`src/rtl/double_ended_queue_with_cursor_assert.svh`:
```
// assertion macros for the double-ended queue with cursor
`ifndef DOUBLE_ENDED_QUEUE_WITH_CURSOR_ASSERT_SVH
`define DOUBLE_ENDED_QUEUE_WITH_CURSOR_ASSERT_SVH

`ifndef SYNTHESIS
`define DEQC_ASSERT(lbl, clk, rst_n, prop, msg) \
    lbl: assert property (@(posedge clk) disable iff (!rst_n) prop) else $error(msg);
`define DEQC_ASSERT_ALWAYS(lbl, clk, prop, msg) \
    lbl: assert property (@(posedge clk) prop) else $error(msg);
`else
`define DEQC_ASSERT(lbl, clk, rst_n, prop, msg)
`define DEQC_ASSERT_ALWAYS(lbl, clk, prop, msg)
`endif

`endif

```
`src/rtl/deqc_pkg.sv`:
```
// shared constants, command and status codes and result type for the deque
package deqc_pkg;

    localparam int DEPTH_DEF     = 256;
    localparam int WORD_BITS_DEF = 32;

    localparam int CMD_BITS = 3;
    localparam int OUT_BITS = 32;
    localparam int ST_BITS  = 2;
    localparam int OCC_BITS = 9;

    localparam logic [CMD_BITS-1:0] CMD_PUSH_BACK  = 3'd0;
    localparam logic [CMD_BITS-1:0] CMD_PUSH_FRONT = 3'd1;
    localparam logic [CMD_BITS-1:0] CMD_POP_BACK   = 3'd2;
    localparam logic [CMD_BITS-1:0] CMD_POP_FRONT  = 3'd3;
    localparam logic [CMD_BITS-1:0] CMD_CUR_FRONT  = 3'd4;
    localparam logic [CMD_BITS-1:0] CMD_CUR_BACK   = 3'd5;
    localparam logic [CMD_BITS-1:0] CMD_CUR_NEXT   = 3'd6;
    localparam logic [CMD_BITS-1:0] CMD_CUR_PREV   = 3'd7;

    localparam logic [ST_BITS-1:0] ST_OK    = 2'd0;
    localparam logic [ST_BITS-1:0] ST_EMPTY = 2'd1;
    localparam logic [ST_BITS-1:0] ST_FULL  = 2'd2;

    typedef struct packed {
        logic signed [OUT_BITS-1:0] popped_word;
        logic [ST_BITS-1:0]         status;
        logic [OCC_BITS-1:0]        occupancy;
        logic                       cursor_valid;
        logic signed [OUT_BITS-1:0] cursor_word;
    } t_result;

endpackage

```
`src/rtl/deqc_ctrl.sv`:
```
// pointer, count and cursor control with ring store access sequencing
`include "double_ended_queue_with_cursor_assert.svh"

module deqc_ctrl #(
    parameter int DEPTH     = 256,
    parameter int WORD_BITS = 32
) (
    input  logic                       i_clk,
    input  logic                       i_rst_n,
    input  logic                       i_in_valid,
    output logic                       o_in_ready,
    input  logic [2:0]                 i_cmd,
    input  logic signed [31:0]         i_push_word,
    input  logic                       i_out_free,
    output logic                       o_res_load,
    output deqc_pkg::t_result          o_res,
    output logic                       o_mem_we,
    output logic [$clog2(DEPTH)-1:0]   o_mem_waddr,
    output logic [WORD_BITS-1:0]       o_mem_wdata,
    output logic                       o_mem_re,
    output logic [$clog2(DEPTH)-1:0]   o_mem_raddr,
    input  logic [WORD_BITS-1:0]       i_mem_rdata
);

    import deqc_pkg::*;

    localparam int AW = $clog2(DEPTH);
    localparam int CW = $clog2(DEPTH + 1);
    localparam logic [AW-1:0] LAST_SLOT = AW'(DEPTH - 1);
    localparam logic [CW-1:0] FULL_CNT  = CW'(DEPTH);

    typedef enum logic {S_IDLE, S_READ} t_state;

    t_state               r_state, n_state;
    logic [AW-1:0]        r_front, n_front;
    logic [AW-1:0]        r_back, n_back;
    logic [AW-1:0]        r_cur, n_cur;
    logic [CW-1:0]        r_count, n_count;
    logic                 r_live, n_live;
    logic [ST_BITS-1:0]   r_status, n_status;
    logic                 r_rd_pop, n_rd_pop;
    logic                 r_rd_cur, n_rd_cur;
    logic [OUT_BITS-1:0]  r_cur_word, n_cur_word;

    logic                 accept;
    logic                 is_full;
    logic                 is_empty;
    logic [AW-1:0]        back_last;
    logic [63:0]          push_ext;
    logic [OUT_BITS-1:0]  rd_word;

    function automatic logic [AW-1:0] slot_inc(input logic [AW-1:0] s);
        return (s == LAST_SLOT) ? '0 : s + AW'(1);
    endfunction

    function automatic logic [AW-1:0] slot_dec(input logic [AW-1:0] s);
        return (s == '0) ? LAST_SLOT : s - AW'(1);
    endfunction

    function automatic logic [OUT_BITS-1:0] word_out(input logic [WORD_BITS-1:0] w);
        logic [63:0] t;
        t = 64'(signed'(w));
        return t[OUT_BITS-1:0];
    endfunction

    assign o_in_ready = (r_state == S_IDLE);
    assign accept     = i_in_valid && o_in_ready;
    assign is_full    = (r_count == FULL_CNT);
    assign is_empty   = (r_count == '0);
    assign back_last  = slot_dec(r_back);
    assign push_ext   = {32'b0, i_push_word};
    assign rd_word    = word_out(i_mem_rdata);

    always_comb begin
        n_state     = r_state;
        n_front     = r_front;
        n_back      = r_back;
        n_cur       = r_cur;
        n_count     = r_count;
        n_live      = r_live;
        n_status    = r_status;
        n_rd_pop    = r_rd_pop;
        n_rd_cur    = r_rd_cur;
        n_cur_word  = r_cur_word;
        o_mem_we    = 1'b0;
        o_mem_waddr = r_back;
        o_mem_wdata = push_ext[WORD_BITS-1:0];
        o_mem_re    = 1'b0;
        o_mem_raddr = r_front;
        o_res_load  = 1'b0;

        if (accept) begin
            n_state  = S_READ;
            n_status = ST_OK;
            n_rd_pop = 1'b0;
            n_rd_cur = 1'b0;
            case (i_cmd)
                CMD_PUSH_BACK: begin
                    if (is_full) begin
                        n_status = ST_FULL;
                    end else begin
                        o_mem_we    = 1'b1;
                        o_mem_waddr = r_back;
                        n_back      = slot_inc(r_back);
                        n_count     = r_count + CW'(1);
                    end
                end
                CMD_PUSH_FRONT: begin
                    if (is_full) begin
                        n_status = ST_FULL;
                    end else begin
                        o_mem_we    = 1'b1;
                        o_mem_waddr = slot_dec(r_front);
                        n_front     = slot_dec(r_front);
                        n_count     = r_count + CW'(1);
                    end
                end
                CMD_POP_BACK: begin
                    if (is_empty) begin
                        n_status = ST_EMPTY;
                    end else begin
                        n_back      = back_last;
                        o_mem_re    = 1'b1;
                        o_mem_raddr = back_last;
                        n_rd_pop    = 1'b1;
                        n_count     = r_count - CW'(1);
                        if (r_live && r_cur == back_last) begin
                            n_live = 1'b0;
                        end
                    end
                end
                CMD_POP_FRONT: begin
                    if (is_empty) begin
                        n_status = ST_EMPTY;
                    end else begin
                        n_front     = slot_inc(r_front);
                        o_mem_re    = 1'b1;
                        o_mem_raddr = r_front;
                        n_rd_pop    = 1'b1;
                        n_count     = r_count - CW'(1);
                        if (r_live && r_cur == r_front) begin
                            n_live = 1'b0;
                        end
                    end
                end
                CMD_CUR_FRONT: begin
                    n_live = !is_empty;
                    if (!is_empty) begin
                        n_cur       = r_front;
                        o_mem_re    = 1'b1;
                        o_mem_raddr = r_front;
                        n_rd_cur    = 1'b1;
                    end
                end
                CMD_CUR_BACK: begin
                    n_live = !is_empty;
                    if (!is_empty) begin
                        n_cur       = back_last;
                        o_mem_re    = 1'b1;
                        o_mem_raddr = back_last;
                        n_rd_cur    = 1'b1;
                    end
                end
                CMD_CUR_NEXT: begin
                    if (r_live) begin
                        if (r_cur == back_last) begin
                            n_live = 1'b0;
                        end else begin
                            n_cur       = slot_inc(r_cur);
                            o_mem_re    = 1'b1;
                            o_mem_raddr = slot_inc(r_cur);
                            n_rd_cur    = 1'b1;
                        end
                    end
                end
                default: begin
                    if (r_live) begin
                        if (r_cur == r_front) begin
                            n_live = 1'b0;
                        end else begin
                            n_cur       = slot_dec(r_cur);
                            o_mem_re    = 1'b1;
                            o_mem_raddr = slot_dec(r_cur);
                            n_rd_cur    = 1'b1;
                        end
                    end
                end
            endcase
        end else if (r_state == S_READ && i_out_free) begin
            o_res_load = 1'b1;
            n_state    = S_IDLE;
            if (r_rd_cur) begin
                n_cur_word = rd_word;
            end
        end
    end

    always_comb begin
        o_res.popped_word  = r_rd_pop ? signed'(rd_word) : '0;
        o_res.status       = r_status;
        o_res.occupancy    = OCC_BITS'(r_count);
        o_res.cursor_valid = r_live;
        if (!r_live) begin
            o_res.cursor_word = '0;
        end else if (r_rd_cur) begin
            o_res.cursor_word = signed'(rd_word);
        end else begin
            o_res.cursor_word = signed'(r_cur_word);
        end
    end

    always_ff @(posedge i_clk) begin
        if (!i_rst_n) begin
            r_state  <= S_IDLE;
            r_front  <= '0;
            r_back   <= '0;
            r_cur    <= '0;
            r_count  <= '0;
            r_live   <= 1'b0;
            r_rd_pop <= 1'b0;
            r_rd_cur <= 1'b0;
        end else begin
            r_state    <= n_state;
            r_front    <= n_front;
            r_back     <= n_back;
            r_cur      <= n_cur;
            r_count    <= n_count;
            r_live     <= n_live;
            r_status   <= n_status;
            r_rd_pop   <= n_rd_pop;
            r_rd_cur   <= n_rd_cur;
            r_cur_word <= n_cur_word;
        end
    end

    `DEQC_ASSERT(a_count_bound, i_clk, i_rst_n, r_count <= FULL_CNT, "count above depth")
    `DEQC_ASSERT(a_live_nonempty, i_clk, i_rst_n, r_live |-> (r_count != '0), "cursor live on empty queue")
    `DEQC_ASSERT(a_pop_dec, i_clk, i_rst_n, (accept && (i_cmd == CMD_POP_BACK || i_cmd == CMD_POP_FRONT) && !is_empty) |=> (r_count == $past(r_count) - CW'(1)), "pop did not shrink count")
    `DEQC_ASSERT(a_push_inc, i_clk, i_rst_n, (accept && (i_cmd == CMD_PUSH_BACK || i_cmd == CMD_PUSH_FRONT) && !is_full) |=> (r_count == $past(r_count) + CW'(1)), "push did not grow count")
    `DEQC_ASSERT(a_single_access, i_clk, i_rst_n, !(o_mem_we && o_mem_re), "read and write in one command")

endmodule

```
`config.mk`:
```
export PLATFORM = sky130hd
export DESIGN_NAME = deqc_ctrl
export DESIGN_NICKNAME = d
export VERILOG_FILES = /design/src/rtl/deqc_pkg.sv /design/src/rtl/deqc_ctrl.sv
export VERILOG_INCLUDE_DIRS = /design/src /design/src/rtl
export SDC_FILE = /design/constraint.sdc
export NUM_CORES = 1
export LEC_CHECK = 0
export BUFFER_PORTS_ARGS = -buffer_cell sky130_fd_sc_hd__buf_2
export CAP_MARGIN = 20
export CORE_UTILIZATION = 53
export CTS_BUF_LIST = sky130_fd_sc_hd__clkbuf_4
export CTS_CLUSTER_DIAMETER = 80
export DETAILED_ROUTE_END_ITERATION = 16
export PLACE_DENSITY = 0.92
export SLEW_MARGIN = 20
export SYNTH_ARGS = -nofsm -noshare
export SYNTH_HDL_FRONTEND = slang
export SYNTH_SLANG_ARGS = --single-unit
```
`constraint.sdc`:
```
create_clock -name i_clk -period 4.5 [get_ports i_clk]
set_input_delay 0.9 -clock i_clk [delete_from_list [all_inputs] [get_ports i_clk]]
set_output_delay 0.9 -clock i_clk [all_outputs]
set_load 0.05 [all_outputs]
```
* Word level (Yosys, flattened, before mapping)
Index checks and enable logic that the tools add are counted.
** Storage, ports and cells
- Bits in registers :: 71
- Input port bits :: 71
** Cells by class
- Add/sub/neg operators :: 8
- Equal/unequal tests :: 25
- Multiplexer cells :: 58
- Bitwise logic cells :: 4
- Reduce and logical (&&, ||, !) cells :: 29
** Operators with widths (number)
- 2-to-1 mux 8 bit :: 24
- 2-to-1 mux 32 bit :: 3
- one-hot mux 8 bit (2 select lines) :: 2
- one-hot mux 8 bit (4 select lines) :: 1
- adder 8 x 1 -> 8 bit, second input constant :: 3
- equality test 8 bit, second input constant :: 3
- logical NOT 8 bit :: 3
- inequality test 2 bit, second input constant :: 12
- one-hot mux 8 bit (3 select lines) :: 1
- subtractor 8 x 1 -> 8 bit, second input constant :: 3
- 2-to-1 mux 1 bit :: 19
- 2-to-1 mux 9 bit :: 2
- one-hot mux 9 bit (2 select lines) :: 1
- equality test 8 bit :: 2
- AND reduction 4 bit :: 3
- OR reduction 4 bit :: 3
- adder 9 x 1 -> 9 bit, second input constant :: 1
- equality test 3 bit, second input constant :: 3
- equality test 9 bit, second input constant :: 1
- logical NOT 9 bit :: 1
- subtractor 9 x 1 -> 9 bit, second input constant :: 1
- AND reduction 8 bit :: 1
- nonzero test 2 bit :: 4
- OR reduction 2 bit :: 4
- 15 further kinds :: 23

* Depth between registers and ports, before layout
- Depth in word-level cells :: 7
- Mapped depth :: 12

* Worst setup path after synthesis
No wires, ideal clock.
- Kind :: reg-to-output
- From :: register r_count[0]
- To :: output port o_mem_waddr[5]
- Arrival time :: 5.190 ns
- Required time :: 3.600 ns
- Slack :: -1.590 ns
- Cell stages (with the launch flop) :: 9
- Cell sequence :: dfxtp_1 -> or4_1 -> nor2_1 -> a2111oi_0 -> and2_1 -> clkbuf_1 -> clkbuf_1 -> nor2_1 -> a21oi_1
** On the way
- Cells in the longest elaborated chain, start to end :: 4
** RTL lines
- from (decl) :: RTL line deqc_ctrl.sv:38 : logic [CW-1:0] r_count, n_count;
- from (signal assigned) :: RTL line deqc_ctrl.sv:227 : r_count <= n_count;
- equality test 9 bit :: RTL line deqc_ctrl.sv:68 : assign is_full = (r_count == FULL_CNT);
- 2-to-1 mux 8 bit :: RTL line deqc_ctrl.sv:109 : if (is_full) begin
- 2-to-1 mux 8 bit
- 2-to-1 mux 8 bit :: RTL line deqc_ctrl.sv:92 : if (accept) begin
- to (decl) :: RTL line deqc_ctrl.sv:18 : output logic [$clog2(DEPTH)-1:0] o_mem_waddr,
No other way between the ends.

* Worst setup path in the final report
- From :: register r_back[0]
- To :: output port o_mem_re
** On the way
- Cells in the longest elaborated chain, start to end :: 7
- Elaborated cells on any way between the ends :: 8
** RTL lines
- from (decl) :: RTL line deqc_ctrl.sv:36 : logic [AW-1:0] r_back, n_back;
- from (signal assigned) :: RTL line deqc_ctrl.sv:225 : r_back <= n_back;
- subtractor 8 x 1 -> 8 bit or logical NOT 8 bit (tied branches) :: RTL line deqc_ctrl.sv:57 : return (s == '0) ? LAST_SLOT : s - AW'(1);
- 2-to-1 mux 8 bit * :: RTL line deqc_ctrl.sv:57
- equality test 8 bit * :: RTL line deqc_ctrl.sv:166 : if (r_cur == back_last) begin
- 2-to-1 mux 1 bit * :: RTL line deqc_ctrl.sv:166
- 2-to-1 mux 1 bit * :: RTL line deqc_ctrl.sv:165 : if (r_live) begin
- one-hot mux 1 bit (3 select lines) * :: RTL line deqc_ctrl.sv:97 : case (i_cmd)
- 2-to-1 mux 1 bit * :: RTL line deqc_ctrl.sv:92
- to (decl) :: RTL line deqc_ctrl.sv:20 : output logic o_mem_re,
Every way passes the cells marked *; elsewhere a longest branch is shown, timed or not.

==> flow_metrics.tcl <==
set metrics [dict create \
    via_per_inst 5.97 \
    yosysMostFrequentCell "nor2_1" \
    status "completed" \
    fmax_mhz 231 \
    io_pins 199 \
    avgSynthCellArea_sq_um 8.12 \
    instances_no_fill 976 \
    cp_data_required_time_ps 3600 \
    gr-total-overflow 0 \
    globalplace.congestion 1.03 \
    ys_ff_latch 71 \
    slowest_stage "or4b_4" \
    rsz0062_at_grt "no" \
    synth_top_area_share_pct 16.8 \
    final_util_pct 62.0 \
    antenna_found_initial 0 \
    synthTopCellsByCount "nor2_1, and2_1, nand2_1" \
    max_stage_delay_ps 500 \
    drt_wl_total_um 16600 \
    root_buffer "clkbuf_4" \
    syn_area_sq_mm 0.00609 \
    hold_depth 2 \
    worstMarginPinSlew_ps 742 \
    coreArea_sq_mm 0.0110 \
    period_needed_ps 4340 \
    worstHoldStart "r_rd_cur" \
    cp.arrival_ps 3440 \
    dpl.hpwl_um 12400 \
    min_to "r_rd_cur" \
    cts_setup_buffers 0 \
    fillers 972 \
    grt_max_degree 38 \
    initial_core_util_pct 55.3 \
    antenna_left 0 \
    drc_errors 0 \
    clockBufferDepth 2 \
    cts_resized 1 \
    syn_inst 751 \
    synth.area.top_cells "edfxtp_1, dfxtp_1, and2_1" \
    critical_path_class "register to output pin" \
    clkTransAtPathRegs_ps 120 \
    grt_pass1_vias 5347 \
    end_kind "output pin" \
    placed_cells 960 \
    synth_edf_count 34 \
    whs_ps 491 \
    cts_tree "yes" \
    port_buffers 134 \
    finalNetCount 919 \
    slew_headroom_pct 50.5 \
    cts_num_sinks 71 \
    die_h_um 109 \
    insertion_delay_ps 440 \
    hold_viol 0 \
    synth_cell_type_count 72 \
    yosysTopAreaCell "edfxtp_1" \
    holdBufCountCts 0 \
    cts_buffers 9 \
    final-setup-viol-count 0 \
    r2r_cells 12 \
    diodes 0 \
    rows 38 \
    synthFlopType "dfxtp_1" \
    syn-num-nets 839 \
    start_kind "register" \
    synth-seq-area-share_pct 28.9 \
    powerDensity_mw_per_mm2 249 \
    fin_crit_sh_pct 96.4 \
    area.growth.synth_to_final_pct 12.2 \
    hold_path_class "register to register" \
    grt_use_total_pct 27.9 \
    path_cells "inv_1 > ha_1 > or4b_4 > a2111oi_4 > a21oi_1 > o2111ai_2 > a211oi_2 > buf_4 > o311a_4 > or2_1 > nand2_1 > buf_4" \
    skew_ps 18.6 \
    rr_startpoint "r_back[0]" \
    cap_violations 0 \
    drive_above_1_share_pct 27.0 \
    dr_total_vias 5825 \
    crit_top_cell "buf_4" \
    tns_ps 0 \
    wire_per_inst_um 17.0 \
    ff2ff_setup_slack_ps 1200 \
    dieWidth_um 109 \
    drt_iter0_drc 694 \
    setup_slack_ps 163 \
    grt_pass1_wl_um 25900 \
    ir_drop_uv 151 \
    die_area_sq_mm 0.0119 \
    cp_max_fo 11 \
    pre_cts_ws_ps 499 \
    h-tree-depth 3 \
    async_flop_share_pct 0 \
    ys_warn_count 0 \
    p_leak_uw 0.00301 \
    dr.pass1.iters 7 \
    r2r_end "r_cur[2]" \
    maxSlewViolCount 0 \
]
-- per-layer routing --
metal / vias to the layer above / global-route usage [%] / routed length [um]
li1: 2788 / - / -
met1: 2634 / 34.0 / 6640
met2: 346 / 46.7 / 7850
met3: 57 / 5.26 / 1550
met4: 0 / 14.3 / 539
met5: - / 0 / 0
-- layout make-up --
| class | instances | area, sq um | share of cell area (%) |
|---|---|---|---|
| Multi-Input combinational cell | 571 | 3810 | 55.7 |
| Sequential cell | 71 | 1770 | 25.9 |
| Timing Repair Buffer | 160 | 876 | 12.8 |
| Tap cell | 140 | 175 | 2.56 |
| Clock inverter | 7 | 71.3 | 1.04 |
| Clock buffer | 9 | 67.6 | 0.988 |
| Inverter | 18 | 67.6 | 0.988 |
-- report_power, final --
group / leakage (uW) / switching, uW / internal [uW]
registers: 0.000612 / 30.1 / 697
clock network: 0.0000704 / 256 / 170
logic: 0.00233 / 367 / 185
total: 0.00301 / 653 / 1050
-- how the worst max path moves through the flow --
stage	to	slack, ps	cells past startpoint	start
2_1_floorplan	o_mem_raddr[1]	120	12	r_back[0]
3_3_place_gp	o_mem_raddr[1]	560	12	r_back[0]
3_5_place_dp	o_mem_raddr[1]	500	12	r_back[0]
4_1_cts	o_mem_raddr[1]	80	10	r_back[3]
5_1_grt	o_mem_re	5	12	r_back[0]
6_report	o_mem_re	160	12	r_back[0]
-- metrics by stage --
| stage | cell area (sq um) | total power [uW] |
|---|---|---|
| finish | 6840 | 1710 |
| global placement | 6670 | 1270 |
| CTS | 6810 | 1700 |
| floorplan | 6110 | 1220 |
| global route | 6840 | 1780 |
| detailed placement | 6670 | 1280 |
-- logic make-up (layout without fill, tap and decap cells) --
group	after synthesis	in the layout	synth area share (%)
buffers and inverters	109	194	9.22
xor gates and xnor gates	38	38	5.46
AOI/OAI and AO/OA	181	181	20.0
adders and majority gates	17	17	3.61
and+or+nand+nor	289	289	24.5
DFF	71	71	28.9
muxes	46	46	8.23
-- state kept, by name, summed over array words and instances, names as in the netlist, 2 cells and up --
register and count:
r_cur_word 32, r_back 8, r_count 9, r_status 2
r_front 8, r_cur 8
-- layout by cell type (no fill, tap or decap), types with 4 or more instances in the layout --
master and instances:
nand2b_1 9, o22ai_1 8, a31oi_1 7, a22oi_1 9, a21oi_1 43, xnor2_1 15, nor2_1 73, o21ai_0 46
mux2i_1 13, xor2_1 23, nand3_1 18, nand2_1 52, nor2b_1 12, nor3_1 15, a211oi_1 4, nand3b_1 5
a221o_1 5, inv_1 18, and2_1 71, a211oi_2 4, o211ai_1 5, edfxtp_1 34, mux2_2 33, nor4_1 6
and3_1 11, o21a_1 7, ha_1 16, buf_2 130, clkbuf_4 11, dfxtp_1 33, buf_4 28
-- critical path, delay by kind of cell, from the launching register on --
| kind | cells | cell delay [ps] |
|---|---|---|
| AOI/OAI and AO/OA | 5 | 1090 |
| DFF | 1 | 410 |
| and+or+nand+nor | 3 | 810 |
| adders and majority gates | 1 | 210 |
| buffers and inverters | 3 | 470 |
Note: power is estimated with default switching activity, not from simulation.
